## src/rtl/assert_macros.svh

```systemverilog
// Assertion macros used by the top-level RTL file.
// Each macro checks at the rising edge of clock and is disabled during reset.
`ifndef ASSERT_MACROS_SVH
`define ASSERT_MACROS_SVH

`define ASSERT_IMPLIES(label, ante, cons, msg) \
   label: assert property (@(posedge clock) disable iff (reset) (ante) |-> (cons)) \
      else $error(msg);

`define ASSERT_NEXT(label, ante, cons, msg) \
   label: assert property (@(posedge clock) disable iff (reset) (ante) |=> (cons)) \
      else $error(msg);

`endif

```

## src/rtl/lsr_pkg.sv

```systemverilog
`timescale 1ns / 1ps
// ----------------------------------------------------------------------------
// lsr_pkg
// Types and constants of the light sphere scissor rectangle pipeline.
// ----------------------------------------------------------------------------
package lsr_pkg;

   localparam int NSTAGE = 24;
   localparam int ST_XF  = 0;
   localparam int ST_PJ  = 3;
   localparam int ST_DV  = 5;
   localparam int ST_PX  = 22;

   localparam int PRW  = 48;
   localparam int VW   = 35;
   localparam int CW   = 36;
   localparam int DW   = 32;
   localparam int MW   = 52;
   localparam int NW   = 56;
   localparam int QB   = 17;
   localparam int NLANE = 4;

   localparam logic [QB-1:0] NDC_ONE = 17'h10000;

   typedef enum logic [2:0] {
      REG_ROT0     = 3'd0,
      REG_ROT1     = 3'd1,
      REG_ROT2     = 3'd2,
      REG_TRANS_XY = 3'd3,
      REG_TRANS_Z  = 3'd4,
      REG_PROJ     = 3'd5,
      REG_CLIP     = 3'd6,
      REG_VIEWPORT = 3'd7
   } csr_reg_type;

   typedef struct packed {
      logic signed [CW-1:0] coord;
      logic signed [DW-1:0] depth;
   } lane_type;

   typedef struct packed {
      logic [NW-1:0] rem;
      logic [DW-1:0] den;
      logic [QB-1:0] quo;
      logic          neg;
      logic          zero;
      logic          ovf;
   } dstage_type;

endpackage

```

## src/rtl/lsr_proj.sv

```systemverilog
`timescale 1ns / 1ps
// ----------------------------------------------------------------------------
// lsr_proj
// Projection numerator and operand magnitudes for one edge division.
// ----------------------------------------------------------------------------
module lsr_proj (
   input  logic                  clock,
   input  logic [1:0]            en,
   input  lsr_pkg::lane_type     lane,
   input  logic [15:0]           scale,
   output lsr_pkg::dstage_type   dout
);

   logic signed [lsr_pkg::MW-1:0] prod_ff;
   logic signed [lsr_pkg::DW-1:0] depth_ff;
   lsr_pkg::dstage_type           dout_ff;
   lsr_pkg::dstage_type           dout_in;

   always_ff @(posedge clock) begin
      if (en[0]) begin
         prod_ff  <= lane.coord * $signed(scale);
         depth_ff <= lane.depth;
      end
   end

   always_comb begin
      logic signed [lsr_pkg::NW-1:0] num;
      num           = {prod_ff, 4'b0};
      dout_in.rem   = num[lsr_pkg::NW-1] ? lsr_pkg::NW'(-num) : lsr_pkg::NW'(num);
      dout_in.den   = depth_ff[lsr_pkg::DW-1] ? lsr_pkg::DW'(-depth_ff)
                                              : lsr_pkg::DW'(depth_ff);
      dout_in.quo   = '0;
      dout_in.neg   = num[lsr_pkg::NW-1] ^ depth_ff[lsr_pkg::DW-1];
      dout_in.zero  = (depth_ff == '0);
      dout_in.ovf   = (dout_in.rem >= lsr_pkg::NW'({dout_in.den, {lsr_pkg::QB{1'b0}}}));
   end

   always_ff @(posedge clock) begin
      if (en[1]) begin
         dout_ff <= dout_in;
      end
   end

   assign dout = dout_ff;

endmodule

```

## config.mk

```make
export PLATFORM = sky130hd
export DESIGN_NAME = lsr_proj
export DESIGN_NICKNAME = d
export VERILOG_FILES = /design/src/rtl/assert_macros.svh /design/src/rtl/lsr_pkg.sv /design/src/rtl/lsr_proj.sv
export SDC_FILE = /design/constraint.sdc
export NUM_CORES = 2
export LEC_CHECK = 0
export BUFFER_PORTS_ARGS = -buffer_cell sky130_fd_sc_hd__buf_2
export CORE_ASPECT_RATIO = 2
export CORE_MARGIN = 8
export CORE_UTILIZATION = 50
export DETAILED_ROUTE_END_ITERATION = 8
export PLACE_DENSITY = 0.71
export SLEW_MARGIN = 20
export SYNTH_ARGS = -nofsm -noshare
export SYNTH_HDL_FRONTEND = slang
export SYNTH_SLANG_ARGS = --single-unit
export TNS_END_PERCENT = 50
```

## constraint.sdc

```tcl
create_clock -name clock -period 7.01 [get_ports clock]
set_clock_uncertainty 0.2 [all_clocks]
set_input_delay 0.3505 -clock clock [delete_from_list [all_inputs] [get_ports clock]]
set_output_delay 0.3505 -clock clock [all_outputs]
set_load 0.03 [all_outputs]
```

## Word level (Yosys, flattened, before mapping)

Index checks and enable logic that the tools add are counted.

| word-level totals | value |
|---|---|
| register bits after elaboration | 175 |
| input port bits | 87 |
| word-level logic and storage cells | 15 |

| operators by class | value |
|---|---|
| add/subtract/negate cells | 2 |
| $mul | 1 |
| order comparisons | 1 |
| mux-type cells | 2 |
| bitwise logic cells | 1 |
| reductions and logical operators | 1 |

Operators with widths:

| operator | count |
|---|---|
| $ge A56 B49 Y1 | 1 |
| $mux W56 | 1 |
| $neg A56 Y56 | 1 |
| $mul A36 B16 Y52 | 1 |
| $logic_not A32 Y1 | 1 |
| $mux W32 | 1 |
| $neg A32 Y32 | 1 |
| $xor A1 B1 Y1 | 1 |

## Depth between registers and ports, before layout

| logic depth | value |
|---|---|
| word-level depth | 3 |
| depth in mapped cells | 25 |
| gate-level depth less buffers | 23 |

## Worst setup path after synthesis

No wires, ideal clock.

| timing path | value |
|---|---|
| path kind | in2reg |
| start point | input port scale[15] |
| end point | register prod_ff[47] in the netlist's numbering, data pin |
| setup time | 266 ps |
| arrival | 6281 ps |
| required time | 6544 ps |
| path slack | 263 ps |
| stages | 21 |
| buffers on the path | 2 |
| path through | inv_1 > clkbuf_1 > buf_1 > nor2_1 > fa_1 > fa_1 > fa_1 > fa_1 > fa_1 > inv_1 > fa_1 > inv_1 > ha_1 > a21oi_1 > o21ai_0 > a31o_2 > a221o_1 > nor2_1 > o21ai_0 > o41ai_1 > xnor2_1 |

| on the way | value |
|---|---|
| word-level cells in the longest chain between the ends | 1 |

RTL lines:

| element | RTL line | RTL |
|---|---|---|
| start: declaration | lsr_proj.sv:10 | `input logic [15:0] scale,` |
| $mul A36 B16 Y52 | lsr_proj.sv:21 | `prod_ff <= lane.coord * $signed(scale);` |
| end signal: assignment | lsr_proj.sv:21 |  |
| end: declaration | lsr_proj.sv:14 | `logic signed [lsr_pkg::MW-1:0] prod_ff;` |

No other way between the ends.
A chain may end at the register's enable or synchronous reset.

==> results.toml <==
[outcome]
status = "finished, final reports clean"

[die]
dieArea_um2 = 64600
dieWidth_um = 184
die_y_um = 351
initial_core_util = 0.502
rows = 123
pin_count = 195
core_area_um2 = 56000

[sta]
slew_viol_final = 0
whs_ns = 0.173
setup_viol = 0
relSlewSlack = 0.266
tightest_slew_ns = 1.10
layout_min_cycle_time_ns = 6.69
finalHoldViolCount = 0
rsz0062_at_grt = "no"
setup_slack_ns = 0.317
max_freq_ghz = 0.149
timing.final.crit_share = 0.955

[clock_tree]
cts.sinks = 171
cts_buffer_depth = 2
cts_tree = "built"
clk_pin_slew_ns = 0.07
root_buffer = "clkbuf_16"
numCtsBuffers = 17
post-cts-setup-buffer-count = 0
h-tree-depth = 4
clkLatencyLatePin_ns = 0.42

[setup_path]
r2r_slack_ns = 0.32
cp_max_fo = 4
rr_worst_depth = 20
worstPathRequired_ns = 7.06
worstSetupEndpointType = "flip-flop"
arrival_ns = 6.74
critPathKind = "reg2reg"
cp-start-kind = "flip-flop"

[routing]
ant_nets = 0
dr.pass1.iters = 7
drtIter0Drc = 1388
via_count = 21020
drc = 0
vias_per_cell = 5.43
wl_mm = 80.0
wl_per_cell_um = 20.7

[global_routing]
grt_use_total = 0.258
grt_pass1_vias = 23829
antenna_found_initial = 4
overflow = 0
grt_max_degree = 88
grt_pass1_wl_mm = 127

[finish]
fin_area_um2 = 31000
syn2layout_area_growth_pct = 10.1
nets = 3886
drive_gt1_frac = 0.0996
instances_no_fill = 3869
fillers = 5000

[synthesis]
synth_cells = 2918
synth_warnings = 0
synth-edff-count = 171
yosysTopAreaCell = "fa_1"
syn_area_um2 = 28100
yosysUniqueCellTypes = 65
synthArstFlopShare = 0
yosysMostFrequentCell = "inv_1"
synth_common_cells = "683 x inv_1, 542 x fa_1, 367 x nand2_1"
syn_avg_cell_area_um2 = 9.64
synth-seq-cells = 171
synth_area_leaders = "fa_1 39%, edfxtp_1 18%, inv_1 9.1%"
yosysSeqAreaShare = 0.183
synth-main-ff-cell = "edfxtp_1"
synth.top_cell.area_share = 0.386

[place]
placed_area_um2 = 30100
gp_congestion = 0.952
dp_slack_ns = -0.0828
hpwl_mm = 66.4
port_buffers = 173
placed_cells = 3799

[worst_hold_path]
hp-class = "in2reg"
worstHoldPathCells = 1

[run]
cap_viol_max_count = 0
## per-stage QoR
| stage | TNS (ns) | utilization |
|---|---|---|
| 2_1_floorplan | 0 | - |
| 3_3_place_gp | -0.00320 | 0.537 |
| 3_5_place_dp | -0.130 | 0.537 |
| 4_1_cts | 0 | 0.552 |
| 5_1_grt | 0 | 0.553 |
| 6_report | 0 | 0.553 |
## layer usage
| layer | global-route usage | vias up | wire length, um |
|---|---|---|---|
| met5 | 0 | - | 0 |
| met4 | 0.229 | 0 | 8670 |
| met1 | 0.237 | 10645 | 24000 |
| li1 | - | 9177 | - |
| met3 | 0.0352 | 362 | 3930 |
| met2 | 0.486 | 836 | 43400 |
## layout make-up
cell class / instances / area (um2) / area share
Tap cell: 750 / 938 / 0.0303
Clock buffer: 18 / 429 / 0.0139
Sequential cell: 171 / 5130 / 0.166
Multi-Input combinational cell: 1937 / 19900 / 0.642
Timing Repair Buffer: 291 / 1910 / 0.0615
Clock inverter: 14 / 119 / 0.00384
Inverter: 683 / 2560 / 0.0827
Antenna cell: 5 / 12.5 / 0.000404
## sequential cells by signal, indices dropped and copies added, names as in the netlist
register,cells
depth_ff,32
dout,87
prod_ff,52
## logic make-up after synthesis
| kind of cell | after synthesis | share of synthesized area |
|---|---|---|
| buffers and inverters | 830 | 0.114 |
| and+or+nand+nor | 810 | 0.143 |
| adders and majority gates | 698 | 0.455 |
| AOI/OAI and AO/OA | 261 | 0.0598 |
| DFF | 171 | 0.183 |
| xor gates and xnor gates | 146 | 0.0455 |
| other | 1 | 0.000133 |
| muxes | 1 | 0.000400 |
## worst max-delay path, cell delays in order (launching register included)
cell and delay, ns:
edfxtp_1 0.47, inv_1 0.12, ha_1 0.17, or3b_4 0.39, or4_4 0.44, or3_4 0.37
or4_1 0.45, or4_4 0.45, o31ai_1 0.45, xnor2_1 0.21, inv_1 0.08, ha_1 0.31
nand4_1 0.17, nor4_2 0.42, nand2_1 0.10, or4_1 0.45, or4_1 0.43, nor4_1 0.31
buf_4 0.19, nor4b_1 0.08, o2111ai_1 0.26
## path summary, 6_finish.rpt
kind | endpoint | start
worst max register to register | dout[0] | depth_ff[0]
worst min register to register | dout[56] | prod_ff[0]
worst max-delay path | dout[0] | depth_ff[0]
worst min-delay path | depth_ff[31] | en[0]
## repair_timing
item	CTS	global route
endpoints found under the hold margin	32	0
endpoints found under the setup margin	0	3
hold buffers	32	0
gates resized for setup	0	2
## placed cells by master, fill, tap and decap left out, drive strengths merged, types with 24 or more instances in the layout
cell and n:
a21o 43, a21oi 64, and2 238, buf 259, dlygate4sd3 32, edfxtp 171, fa 542, ha 156
inv 687, nand2 367, nand4 24, nor2 68, o21ai 72, xnor2 111, xor2 35
Power is not shown: default switching activity piles up to over one toggle a cycle in this logic, so the estimate is an artifact.
