$ cat src/rtl/assert_macros.svh
// Assertion macros used by the top-level RTL file.
// Each macro checks at the rising edge of clock and is disabled during reset.
`ifndef ASSERT_MACROS_SVH
`define ASSERT_MACROS_SVH

`define ASSERT_IMPLIES(label, ante, cons, msg) \
   label: assert property (@(posedge clock) disable iff (reset) (ante) |-> (cons)) \
      else $error(msg);

`define ASSERT_NEXT(label, ante, cons, msg) \
   label: assert property (@(posedge clock) disable iff (reset) (ante) |=> (cons)) \
      else $error(msg);

`endif

$ cat src/rtl/lsr_pkg.sv
`timescale 1ns / 1ps
// ----------------------------------------------------------------------------
// lsr_pkg
// Types and constants of the light sphere scissor rectangle pipeline.
// ----------------------------------------------------------------------------
package lsr_pkg;

   localparam int NSTAGE = 24;
   localparam int ST_XF  = 0;
   localparam int ST_PJ  = 3;
   localparam int ST_DV  = 5;
   localparam int ST_PX  = 22;

   localparam int PRW  = 48;
   localparam int VW   = 35;
   localparam int CW   = 36;
   localparam int DW   = 32;
   localparam int MW   = 52;
   localparam int NW   = 56;
   localparam int QB   = 17;
   localparam int NLANE = 4;

   localparam logic [QB-1:0] NDC_ONE = 17'h10000;

   typedef enum logic [2:0] {
      REG_ROT0     = 3'd0,
      REG_ROT1     = 3'd1,
      REG_ROT2     = 3'd2,
      REG_TRANS_XY = 3'd3,
      REG_TRANS_Z  = 3'd4,
      REG_PROJ     = 3'd5,
      REG_CLIP     = 3'd6,
      REG_VIEWPORT = 3'd7
   } csr_reg_type;

   typedef struct packed {
      logic signed [CW-1:0] coord;
      logic signed [DW-1:0] depth;
   } lane_type;

   typedef struct packed {
      logic [NW-1:0] rem;
      logic [DW-1:0] den;
      logic [QB-1:0] quo;
      logic          neg;
      logic          zero;
      logic          ovf;
   } dstage_type;

endpackage

$ cat src/rtl/lsr_pix.sv
`timescale 1ns / 1ps
// ----------------------------------------------------------------------------
// lsr_pix
// Clamp of the clip coordinate and mapping onto the viewport in pixels.
// ----------------------------------------------------------------------------
module lsr_pix (
   input  logic                  clock,
   input  logic [1:0]            en,
   input  lsr_pkg::dstage_type   din,
   input  logic [15:0]           size,
   input  logic                  flip,
   output logic [15:0]           pix
);

   logic [lsr_pkg::QB:0] t_ff;
   logic [lsr_pkg::QB:0] t_in;
   logic [15:0]          pix_ff;
   logic [33:0]          prod;

   always_comb begin
      logic [lsr_pkg::QB-1:0]      mag;
      logic signed [lsr_pkg::QB:0] ndc;
      if (din.ovf || din.quo > lsr_pkg::NDC_ONE) begin
         mag = lsr_pkg::NDC_ONE;
      end else begin
         mag = din.quo;
      end
      if (din.zero) begin
         ndc = '0;
      end else if (din.neg) begin
         ndc = -$signed({1'b0, mag});
      end else begin
         ndc = $signed({1'b0, mag});
      end
      if (flip) begin
         t_in = (lsr_pkg::QB+1)'($signed({1'b0, lsr_pkg::NDC_ONE}) - ndc);
      end else begin
         t_in = (lsr_pkg::QB+1)'(ndc + $signed({1'b0, lsr_pkg::NDC_ONE}));
      end
   end

   always_ff @(posedge clock) begin
      if (en[0]) begin
         t_ff <= t_in;
      end
   end

   assign prod = 34'(t_ff) * 34'(size);

   always_ff @(posedge clock) begin
      if (en[1]) begin
         pix_ff <= prod[32:17];
      end
   end

   assign pix = pix_ff;

endmodule

$ cat config.mk
export PLATFORM = sky130hd
export DESIGN_NAME = lsr_pix
export DESIGN_NICKNAME = d
export VERILOG_FILES = /design/src/rtl/assert_macros.svh /design/src/rtl/lsr_pkg.sv /design/src/rtl/lsr_pix.sv
export SDC_FILE = /design/constraint.sdc
export NUM_CORES = 1
export LEC_CHECK = 0
export BUFFER_PORTS_ARGS = -buffer_cell sky130_fd_sc_hd__buf_2
export CAP_MARGIN = 5
export CORE_MARGIN = 8
export CORE_UTILIZATION = 55
export DETAILED_ROUTE_END_ITERATION = 7
export PLACE_DENSITY = 0.85
export SETUP_SLACK_MARGIN = 0.02
export SLEW_MARGIN = 20
export SYNTH_ARGS = -nofsm -noshare
export SYNTH_HDL_FRONTEND = slang
export SYNTH_SLANG_ARGS = --single-unit
$ cat constraint.sdc
create_clock -name clock -period 8.6 [get_ports clock]
set_input_delay 2.15 -clock clock [delete_from_list [all_inputs] [get_ports clock]]
set_output_delay 2.15 -clock clock [all_outputs]
set_load 0.01 [all_outputs]
== After elaboration in Yosys (flattened, before gate mapping) ==
Index checks and enable logic that the tools add are counted.

* Register bits after elaboration: 34
* Bits of input ports: 128

* Add/subtract/negate cells: 3
* Multiply operators: 1
* Magnitude comparators: 1
* Muxes and demuxes: 4
* Reduce and logical (&&, ||, !) cells: 1

{| class="wikitable"
|+ Operators by type and width
! cell !! number
|-
| 18-bit 2-to-1 mux || 3
|-
| 18-bit by 16-bit multiplier with 33-bit output || 1
|-
| 18-bit adder (second input constant) || 1
|-
| 17-bit negation with 18-bit output || 1
|-
| 18-bit subtractor (first input constant) || 1
|-
| 17-bit greater-than comparator (second input constant) || 1
|-
| 17-bit 2-to-1 mux || 1
|-
| 1-bit logical OR || 1
|}

== Logic depth before layout (Yosys ltp) ==
* Word-level depth: 8
* Depth in mapped cells: 23

== Worst setup path after synthesis ==
OpenSTA, ideal clock, no wires.

* Path kind: input -> register
* Start: input port size[7]
* End: register pix_ff[15] (netlist: pix[15]), data pin
* Setup time: 0.260 ns
* Arrival: 7.933 ns
* Required time: 8.340 ns
* Slack: 0.407 ns
* Cell stages on the path: 21
* Buffers on the path: 2
* Cells stage by stage: clkbuf_1 clkbuf_1 nand2_1 fa_1 fa_1 inv_1 fa_1 fa_1 fa_1 inv_1 fa_1 inv_1 ha_1 a211oi_1 nor2_1 a2111oi_0 a211oi_1 a2111oi_0 o31ai_1 a21oi_1 xnor2_1

* Longest elaborated chain between the ends: 1

{| class="wikitable"
|+ Ends and longest elaborated chain
! item !! line !! RTL
|-
| start, declared || lsr_pix.sv:10 || <nowiki>input logic [15:0] size,</nowiki>
|-
| 18-bit by 16-bit multiplier with 33-bit output || lsr_pix.sv:48 || <nowiki>assign prod = 34'(t_ff) * 34'(size);</nowiki>
|-
| via prod[32] || lsr_pix.sv:18 || <nowiki>logic [33:0] prod;</nowiki>
|-
| end signal, assigned || lsr_pix.sv:52 || <nowiki>pix_ff <= prod[32:17];</nowiki>
|-
| end, declared || lsr_pix.sv:17 || <nowiki>logic [15:0] pix_ff;</nowiki>
|}

The timed path passes the listed nets, and every way through them passes these cells.
A chain may end at the register's enable or synchronous reset.

== Worst setup path after layout ==
* Start: input port size[2]
* End: register pix_ff[15] (netlist: pix[15]), data pin

Same word-level chain as after synthesis.

==> flow_summary.yaml <==
outcome:
  run_status: "finished clean"
worst_setup_path:
  cp_data_arrival_time_ns: 8.30
  worstPathRequired_ns: 8.63
  crit_path_max_fanout: 13
  regToRegSetupSlack_ns: 1.62
  cp_common_cell: "fa_1"
  crit_chain: "buf_2 > nand2_1 > fa_1 > fa_1 > fa_1 > inv_1 > fa_1 > fa_1 > inv_1 > fa_1 > inv_1 > ha_1 > a211oi_1 > nor2_1 > o41ai_1 > a211oi_1 > a2111oi_1 > buf_4 > o31ai_1 > a21oi_1 > xnor2_1"
  r2r_end: "pix[15]$_DFFE_PP_"
  cp-startpoint: "size[2]"
  critPathSlowestCell: "fa_1"
  startpoint_type: "primary input"
  critPathMaxStageDelay_ns: 0.54
  ff2ff_path_depth: 21
  crit_type: "primary input to register"
  worstSetupEndpoint: "pix[15]$_DFFE_PP_"
  worstReg2RegStart: "t_ff[12]$_DFFE_PP_"
  end_kind: "register"
yosys:
  synth_mux_area_frac: 0.000914
  yosysMostFrequentCell: "inv_1"
  synthAdderAreaFrac: 0.518
  syn_nets: 1657
  synth_compound_area_frac: 0.0658
  ys_types: 58
  synthArstFlopShare: 0
  synth.avg_cell_area_um2: 9.06
  ys.flop_type: "edfxtp_1"
  syn-cell-area_mm2: 0.0109
  synth_cells: 1208
  synth_top_area_frac: 0.402
  synthXorXnorAreaFrac: 0.0360
  synth_area_leaders: "fa_1 40%, ha_1 12%, edfxtp_1 9.3%"
  yosysWarnings: 0
  synth-simple-area-share: 0.177
  synth_edf_count: 34
  synth_common_cells: "263 x inv_1, 220 x fa_1, 179 x nand2_1"
  yosys.area.top_type: "fa_1"
  ys_seq_elements: 34
  synth_top_family_by_area: "adder cells"
  seq_area_frac_synth: 0.0932
drt:
  vias_per_cell: 5.63
  drtAntennaViolNets: 0
  wire_per_inst_um: 17.6
  drc: 0
  firstDrtPassIters: 5
  vias: 8443
  drtIter0Drc: 433
  wl_um: 26400
timing:
  setup_viol_count_final: 0
  relSlewSlack: 0.439
  max_freq_mhz: 121
  setup_tns_ns: 0
  hold_viol_final: 0
  worstMarginPinSlew_ns: 0.820
  fin_crit_sh: 0.962
  fin_crit_ns: 8.27
  maxSlewViolCount: 0
  skew_ns: 0.00469
  rsz0062_at_grt: "no"
grt:
  grt-ovfl-total: 0
  grt_max_degree: 26
  grt_pass1_vias: 9315
  antenna_found_initial: 0
  gr-usage-all-layers: 0.228
  grt_pass1_wl_um: 44500
job:
  drv_cap: 0
cells_and_area:
  antennaDiodeCount: 0
  fin_area_mm2: 0.0116
  syn_to_final_growth_pct: 6.10
  nets: 1683
  layout-drive-gt1-share: 0.0696
  finalNonFillerCells: 1500
placement:
  hpwlAfterDp_um: 20700
  portBuffers: 55
  dpl_cell_area_mm2: 0.0115
  gp_congestion: 0.926
  place_inst: 1492
cts:
  clk_latency_ns: 0.28
  cts_tree: "done"
  cts.sinks: 34
  cts-root-buf: "clkbuf_16"
  numCtsBuffers: 5
  path_clk_slew_ns: 0.06
  cts.htree.levels: 2
  cts_buffer_depth: 2
hold_path:
  hold_class: "register to register"
die:
  core_area_mm2: 0.0195
  die_y_um: 157
  row_count: 51
  initial_core_util: 0.561
  die-area_mm2: 0.0247
  die_x_um: 157
  top_level_ports: 144
[registers in the layout, summed over array words and instances (netlist names)]
register	flops
t_ff	18
pix	16
[metal layers]
layer | up-vias | GRT usage | wire (um)
met5 | - | 0 | 0
met4 | 0 | 0.0947 | 1000
met3 | 95 | 0.0403 | 2230
met2 | 383 | 0.398 | 13300
met1 | 4213 | 0.273 | 9830
li1 | 3752 | - | -
[critical path: cells and delay by family]
kind / cells / cell delay [ns]
xor gates and xnor gates: 1 / 0.09
and+or+nand+nor: 2 / 0.34
adders and majority gates: 7 / 3.36
AOI/OAI and AO/OA: 6 / 1.69
buffers and inverters: 5 / 0.67
[final cells by class]
class                      instances  area (um^2)
multi-input combinational        860         8740
fill                            1651         7910
sequential                        34         1020
inverter                         264          991
timing repair buffer              69          390
tap                              265          332
clock buffer                       5          125
clock inverter                     3         16.3
[metrics by stage]
stage | util | setup WS, ns | hold slack (ns)
after floorplan | - | 0.407 | 0.907
after global placement | 0.587 | -0.0280 | 1.08
after detailed placement | 0.587 | -0.162 | 1.09
after CTS | 0.594 | 0.117 | 1.10
after global routing | 0.595 | 0.0823 | 1.18
final | 0.595 | 0.330 | 1.11
[layout by cell type, fill, tap and decap left out, types with 14 or more instances in the layout]
cell      count
a21oi_1      14
edfxtp_1     34
o21ai_0      23
buf_4        14
inv_1       263
nand2_1     179
xnor2_1      31
xor2_1       14
buf_2        51
nor2_1       20
ha_1        101
fa_1        220
and2_1      132
[how the worst min path moves through the flow]
stage / startpoint / end / slack (ns) / cells past startpoint
floorplan: t_ff[17]$_DFFE_PP_ / pix[15]$_DFFE_PP_ / 0.91 / 4
global placement: t_ff[17]$_DFFE_PP_ / pix[15]$_DFFE_PP_ / 1.08 / 5
detailed placement: t_ff[17]$_DFFE_PP_ / pix[15]$_DFFE_PP_ / 1.09 / 5
CTS: t_ff[17]$_DFFE_PP_ / pix[15]$_DFFE_PP_ / 1.10 / 5
global route: t_ff[17]$_DFFE_PP_ / pix[15]$_DFFE_PP_ / 1.18 / 5
finish: t_ff[17]$_DFFE_PP_ / pix[15]$_DFFE_PP_ / 1.11 / 5
[kinds of logic after synthesis]
logic type	after synthesis
compound gates	106
xor+xnor	45
fa+ha+maj	321
buf+inv	314
flops	34
mux	1
simple gates	387
[what timing repair did]
| item | CTS | global route |
|---|---|---|
| hold buffers | 0 | 0 |
| setup buffers | 0 | 0 |
| gates resized for setup | 0 | 7 |
| endpoints found under the setup margin | 0 | 2 |
Power is left out: the tool's default activity adds up to more than one toggle a clock period on the data nets, which glitch-free logic cannot reach.
