==> src/rtl/assert_macros.svh <==
// Assertion macros used by the top-level RTL file.
// Each macro checks at the rising edge of clock and is disabled during reset.
`ifndef ASSERT_MACROS_SVH
`define ASSERT_MACROS_SVH

`define ASSERT_IMPLIES(label, ante, cons, msg) \
   label: assert property (@(posedge clock) disable iff (reset) (ante) |-> (cons)) \
      else $error(msg);

`define ASSERT_NEXT(label, ante, cons, msg) \
   label: assert property (@(posedge clock) disable iff (reset) (ante) |=> (cons)) \
      else $error(msg);

`endif

==> src/rtl/lsr_pkg.sv <==
`timescale 1ns / 1ps
// ----------------------------------------------------------------------------
// lsr_pkg
// Types and constants of the light sphere scissor rectangle pipeline.
// ----------------------------------------------------------------------------
package lsr_pkg;

   localparam int NSTAGE = 24;
   localparam int ST_XF  = 0;
   localparam int ST_PJ  = 3;
   localparam int ST_DV  = 5;
   localparam int ST_PX  = 22;

   localparam int PRW  = 48;
   localparam int VW   = 35;
   localparam int CW   = 36;
   localparam int DW   = 32;
   localparam int MW   = 52;
   localparam int NW   = 56;
   localparam int QB   = 17;
   localparam int NLANE = 4;

   localparam logic [QB-1:0] NDC_ONE = 17'h10000;

   typedef enum logic [2:0] {
      REG_ROT0     = 3'd0,
      REG_ROT1     = 3'd1,
      REG_ROT2     = 3'd2,
      REG_TRANS_XY = 3'd3,
      REG_TRANS_Z  = 3'd4,
      REG_PROJ     = 3'd5,
      REG_CLIP     = 3'd6,
      REG_VIEWPORT = 3'd7
   } csr_reg_type;

   typedef struct packed {
      logic signed [CW-1:0] coord;
      logic signed [DW-1:0] depth;
   } lane_type;

   typedef struct packed {
      logic [NW-1:0] rem;
      logic [DW-1:0] den;
      logic [QB-1:0] quo;
      logic          neg;
      logic          zero;
      logic          ovf;
   } dstage_type;

endpackage

==> src/rtl/lsr_div.sv <==
`timescale 1ns / 1ps
// ----------------------------------------------------------------------------
// lsr_div
// Pipelined restoring divider, one quotient bit per stage.
// ----------------------------------------------------------------------------
module lsr_div (
   input  logic                  clock,
   input  logic [lsr_pkg::QB-1:0] en,
   input  lsr_pkg::dstage_type   din,
   output lsr_pkg::dstage_type   dout
);

   lsr_pkg::dstage_type st_ff [lsr_pkg::QB];
   lsr_pkg::dstage_type st_w  [lsr_pkg::QB+1];

   assign st_w[0] = din;

   for (genvar k = 0; k < lsr_pkg::QB; k++) begin : g_step
      lsr_pkg::dstage_type nxt;
      logic [lsr_pkg::NW-1:0] sh;

      assign sh = lsr_pkg::NW'(st_w[k].den) << (lsr_pkg::QB - 1 - k);

      always_comb begin
         nxt = st_w[k];
         if (st_w[k].rem >= sh) begin
            nxt.rem = st_w[k].rem - sh;
            nxt.quo[lsr_pkg::QB-1-k] = 1'b1;
         end
      end

      always_ff @(posedge clock) begin
         if (en[k]) begin
            st_ff[k] <= nxt;
         end
      end

      assign st_w[k+1] = st_ff[k];
   end

   assign dout = st_w[lsr_pkg::QB];

endmodule

==> config.mk <==
export PLATFORM = sky130hd
export DESIGN_NAME = lsr_div
export DESIGN_NICKNAME = d
export VERILOG_FILES = /design/src/rtl/assert_macros.svh /design/src/rtl/lsr_pkg.sv /design/src/rtl/lsr_div.sv
export SDC_FILE = /design/constraint.sdc
export NUM_CORES = 2
export LEC_CHECK = 0
export BUFFER_PORTS_ARGS = -buffer_cell sky130_fd_sc_hd__buf_2
export CAP_MARGIN = 40
export CORE_UTILIZATION = 49
export DETAILED_ROUTE_END_ITERATION = 16
export HOLD_SLACK_MARGIN = 0.1
export PLACE_DENSITY = 0.67
export SLEW_MARGIN = 0
export SYNTH_ARGS = -nofsm -noshare
export SYNTH_HDL_FRONTEND = slang
export SYNTH_SLANG_ARGS = --single-unit
export TNS_END_PERCENT = 20
==> constraint.sdc <==
create_clock -name clock -period 3.7 [get_ports clock]
set_clock_uncertainty 0.15 [all_clocks]
set_input_delay 0.185 -clock clock [delete_from_list [all_inputs] [get_ports clock]]
set_output_delay 0.185 -clock clock [all_outputs]
set_load 0.02 [all_outputs]
# After elaboration in Yosys (flattened, before gate mapping)
# Memories as Yosys holds them, arrays and structs flattened.
# Cells that the tools add are included.
# word_totals
register_bits	0
mem_bits_rw	1836
input_bits	126
out_inout_bits	108
wordCells	103
memories	1
# memory_table
memory	depth	width	read_ports	rd_clocked_by_memory_dff	write_ports	line	rtl
st_ff	17	108	17	0	17	lsr_div.sv:13	lsr_pkg::dstage_type st_ff [lsr_pkg::QB];
# classes
addsub	17
n_lt_le_gt_ge	17
n_mux	68
# ops
cell	n
2-to-1 mux 56 bit	17
greater-or-equal comparator 56 x 32 -> 1 bit	1
greater-or-equal comparator 56 x 33 -> 1 bit	1
greater-or-equal comparator 56 x 34 -> 1 bit	1
greater-or-equal comparator 56 x 35 -> 1 bit	1
greater-or-equal comparator 56 x 36 -> 1 bit	1
greater-or-equal comparator 56 x 37 -> 1 bit	1
greater-or-equal comparator 56 x 38 -> 1 bit	1
greater-or-equal comparator 56 x 39 -> 1 bit	1
greater-or-equal comparator 56 x 40 -> 1 bit	1
greater-or-equal comparator 56 x 41 -> 1 bit	1
greater-or-equal comparator 56 x 42 -> 1 bit	1
greater-or-equal comparator 56 x 43 -> 1 bit	1
greater-or-equal comparator 56 x 44 -> 1 bit	1
greater-or-equal comparator 56 x 45 -> 1 bit	1
greater-or-equal comparator 56 x 46 -> 1 bit	1
greater-or-equal comparator 56 x 47 -> 1 bit	1
greater-or-equal comparator 56 x 48 -> 1 bit	1
subtractor 56 x 32 -> 56 bit	1
subtractor 56 x 33 -> 56 bit	1
subtractor 56 x 34 -> 56 bit	1
subtractor 56 x 35 -> 56 bit	1
subtractor 56 x 36 -> 56 bit	1
subtractor 56 x 37 -> 56 bit	1
other kinds (12)	62

# Depth between registers and ports, before layout
# An unclocked memory read counts as a cell.
# depth
ltp_word	3
ltp_mapped	15
depth_no_buf	14

# Worst setup path before layout
# No wires, ideal clock.
# synth_timing
path_kind	register to register
startpoint	mem st_ff[0][1030] (netlist name)
endpoint	mem st_ff[0][1158] (netlist name) (data pin)
setup_time_ns	0.260
arrival_time_ns	3.410
required_ns	3.290
slack_ns	-0.120
path_stages_with_launch	14
n_path_buf	2
period_less_slack_ns	3.820
cell_sequence	edfxtp_1 -> inv_1 -> ha_1 -> inv_1 -> fa_1 -> a211oi_1 -> o21ai_0 -> a21o_1 -> a221oi_1 -> o41ai_1 -> a211oi_1 -> clkbuf_1 -> clkbuf_1 -> mux2_2
# synth_rtl
element	line
start: declaration	lsr_div.sv:13

==> results_dict.tcl <==
set metrics [dict create \
    nets 11200 \
    place_ws_ns -0.496 \
    die_h_microns 453 \
    worstMarginPinSlew_ns 0.899 \
    fmax_mhz 263 \
    io_buffer_count 233 \
    dr.pass1.iters 6 \
    maxSlewHeadroom_pct 39.6 \
    largest_reg_flops 1836 \
    grt_pass1_wl_microns 379000 \
    r2r_slack_ns -0.10 \
    yosysSeqAreaShare_pct 55.2 \
    holdCritStartpoint "en[4]" \
    drt_iter0_drc 4310 \
    synth_common_cells "edfxtp_1, a21oi_1, nand2_1" \
    post-dp-hpwl_microns 184000 \
    avgViaCountPerCell 5.52 \
    synthAdderAreaFrac_pct 7.16 \
    status "finished with violations" \
    worstPathCellList "dlygate4sd3_1, buf_2, inv_1, ha_1, nor2b_1, o31a_1, o31a_1, o21ai_0, a21oi_2, a211oi_1, buf_4, o21ai_0, xor2_1, mux2_2, dlygate4sd3_1" \
    io-pin-count 234 \
    rows 165 \
    rr_startpoint "st_ff[0][817]$_DFFE_PP_" \
    antenna_left 0 \
    drt-total-wl_microns 246000 \
    violations "setup timing" \
    reg2regPathDepth 12 \
    fp.dieW_microns 453 \
    yosysTopAreaCellShare_pct 55.2 \
    antenna_found_initial 1 \
    ys_ff_latch 1836 \
    rsz0062_at_grt "true" \
    gp_congestion 1.01 \
    synth_edf_count 1836 \
    min_to "st_ff[0][437]$_DFFE_PP_" \
    routedWlPerCell_microns 18.4 \
    synth_area_sq_mm 0.0998 \
    remaining_drc_errors 0 \
    maxSlewViolCount 0 \
    worstPathMaxFanout 5 \
    cts_tree "yes" \
    max_stage_delay_ns 0.56 \
    worstHoldPathCells 2 \
    start_util_pct 49.3 \
    cts.clk_slew.worst_paths_ns 0.06 \
    fin_crit_sh_pct 103 \
    synthMuxAreaShare_pct 0.994 \
    synth_compound_area_share_pct 13.8 \
    ys_warn_count 0 \
    leakagePower_nw 49.9 \
    synth.most_common_cell "edfxtp_1" \
    synthArstFlopShare_pct 0 \
    clkLatencyLatePin_ns 0.87 \
    grt_max_degree 109 \
    top_regs "st_ff x1836" \
    syn_inst 8921 \
    nFillCells 15700 \
    root_buffer "clkbuf_16" \
    dieArea_sq_mm 0.206 \
    overflow 0 \
    min_path_type "in2reg" \
    areaGrowthSynthToFinish_pct 24.5 \
    worst_path_max_delay_cell "dlygate4sd3_1" \
    avgSynthCellArea_sq_um 11.2 \
    hold_ws_ns 0.214 \
    synth_cell_type_count 94 \
    regMostFlops "st_ff" \
    final_util_pct 61.4 \
    synth-simple-area-share_pct 11.8 \
    finalCriticalPeriod_ns 3.81 \
    required_ns 4.13 \
    reg2reg_to "st_ff[0][967]$_DFFE_PP_" \
    cts.sinks 1836 \
    core_area_sq_mm 0.202 \
    finalHoldViolCount 0 \
    cp.arrival_ns 4.23 \
    cts_max_path_buffers 3 \
    cellPowerDensity_mw_per_mm2 737 \
    synth_top_family_by_area "compound AO/OA/AOI/OAI gates" \
    drive_gt1_share_pct 21.3 \
    cts_made_buffers 201 \
    crit_path_start_kind "input pin" \
    grt_pass1_vias 75800 \
    finalSetupViolCount 29 \
    crit_type "in2reg" \
    fin_ws_ns -0.105 \
    cts_htree_levels 4 \
    peakVddDrop_mv 0.545 \
    synth_top_area_cell "edfxtp_1" \
    synth_nets 9608 \
    synth_area_leaders "edfxtp_1, ha_1, a21oi_1, xnor2_1, xor2_1" \
    vias 73500 \
    end_kind "register" \
    synthXorXnorAreaFrac_pct 6.54 \
    grtUsageTotal_pct 23.1 \
    cap_viol_max_count 0 \
    synthFlopType "edfxtp_1" \
]
per-stage QoR:
| step | setup TNS [ns] | cell area (sq um) | total power, W | cells |
|---|---|---|---|---|
| after CTS | -0.846 | 122000 | 0.0904 | 13300 |
| after global placement | -27.46 | 112000 | 0.0680 | 12600 |
| final | -0.966 | 124000 | 0.0916 | 13300 |
| after floorplan | -0.104 | 99800 | 0.0551 | 8921 |
| after global routing | -4.68 | 124000 | 0.0969 | 13300 |
| after detailed placement | -51.50 | 112000 | 0.0689 | 12600 |
per-layer routing:
layer	vias to the layer above	track usage [%]	wire length (microns)
met5	-	0	0
met4	0	17.0	20100
met3	930	2.58	7650
met2	2116	45.6	134000
met1	34600	21.4	84200
li1	35900	-	-
cell families (layout without fill, tap and decap cells):
family                   after synthesis  in the layout
AND/OR/NAND/NOR                     2394           2394
AO/OA/AOI/OAI                       2218           2218
flip-flops                          1836           1836
buffers and inverters               1077           2801
XOR/XNOR                             746            746
adder cells (fa/ha/maj)              561            561
multiplexers                          89             89
other                                  0              1
worst max-delay path by stage:
stage                        startpoint                  endpoint  slack (ns)  depth (start not counted)
5_1_grt        st_ff[0][1459]$_DFFE_PP_  st_ff[0][1617]$_DFFE_PP_       -0.17                         14
3_5_place_dp    st_ff[0][818]$_DFFE_PP_   st_ff[0][967]$_DFFE_PP_       -0.50                         12
3_3_place_gp    st_ff[0][818]$_DFFE_PP_   st_ff[0][967]$_DFFE_PP_       -0.42                         12
4_1_cts         st_ff[0][344]$_DFFE_PP_   st_ff[0][530]$_DFFE_PP_       -0.12                         15
6_report                        din[22]    st_ff[0][98]$_DFFE_PP_       -0.11                         15
2_1_floorplan  st_ff[0][1030]$_DFFE_PP_  st_ff[0][1158]$_DFFE_PP_       -0.03                         13
critical path: cells and delay by family:
family,cells,cell delay (ns)
XOR/XNOR,1,0.16
buffers and inverters,5,1.47
multiplexers,1,0.28
AND/OR/NAND/NOR,1,0.20
AO/OA/AOI/OAI,6,1.56
adder cells (fa/ha/maj),1,0.38
power breakdown:
group / internal, W / switching (W)
clock: 0.0119 / 0.00832
sequential: 0.0290 / 0.00258
combinational: 0.0183 / 0.0215
total: 0.0592 / 0.0324
final cells by class:
class | instances | area [sq um] | share of cell area (%)
diodes | 1 | 2.50 | 0.00201
clock buffers | 244 | 5190 | 4.18
clock inverters | 133 | 1610 | 1.29
inverters | 683 | 2560 | 2.06
multi-input cells | 6008 | 42500 | 34.2
flip-flops and latches | 1836 | 55100 | 44.4
well taps | 2672 | 3340 | 2.69
repair buffers | 1741 | 13900 | 11.2
layout by cell type (no fill, tap or decap), types with 55 or more instances in the layout:
cell           Yosys  routed
edfxtp_1        1836    1836
buf_4            112    1199
nand2_1          722     711
a21oi_1          728     695
inv_1            683     671
nor2_1           544     536
ha_1             544     514
o21ai_0          561     501
xnor2_1          396     393
xor2_1           350     349
a21o_1           315     313
dlygate4sd3_1      0     254
buf_2              8     216
clkbuf_16          0     209
nand3_1          166     160
nor3_1           159     142
nand4_1          129     129
nand2b_1          91      89
nor4_1           110      80
mux2_2            81      79
and3_1            78      76
nor2b_1           84      73
o21bai_1          75      71
o21a_1            63      61
a31oi_1           65      56
or3_1             60      55
what timing repair did:
| action | CTS | global route |
|---|---|---|
| setup endpoints to repair | 504 | 485 |
| cloned | 1 | 8 |
| hold endpoints to repair | 1944 | 0 |
| pin swaps | 53 | 134 |
| resized for setup | 192 | 335 |
| setup buffers | 24 | 60 |
| hold buffers | 254 | 0 |
Power figures use the tool's default switching activity.
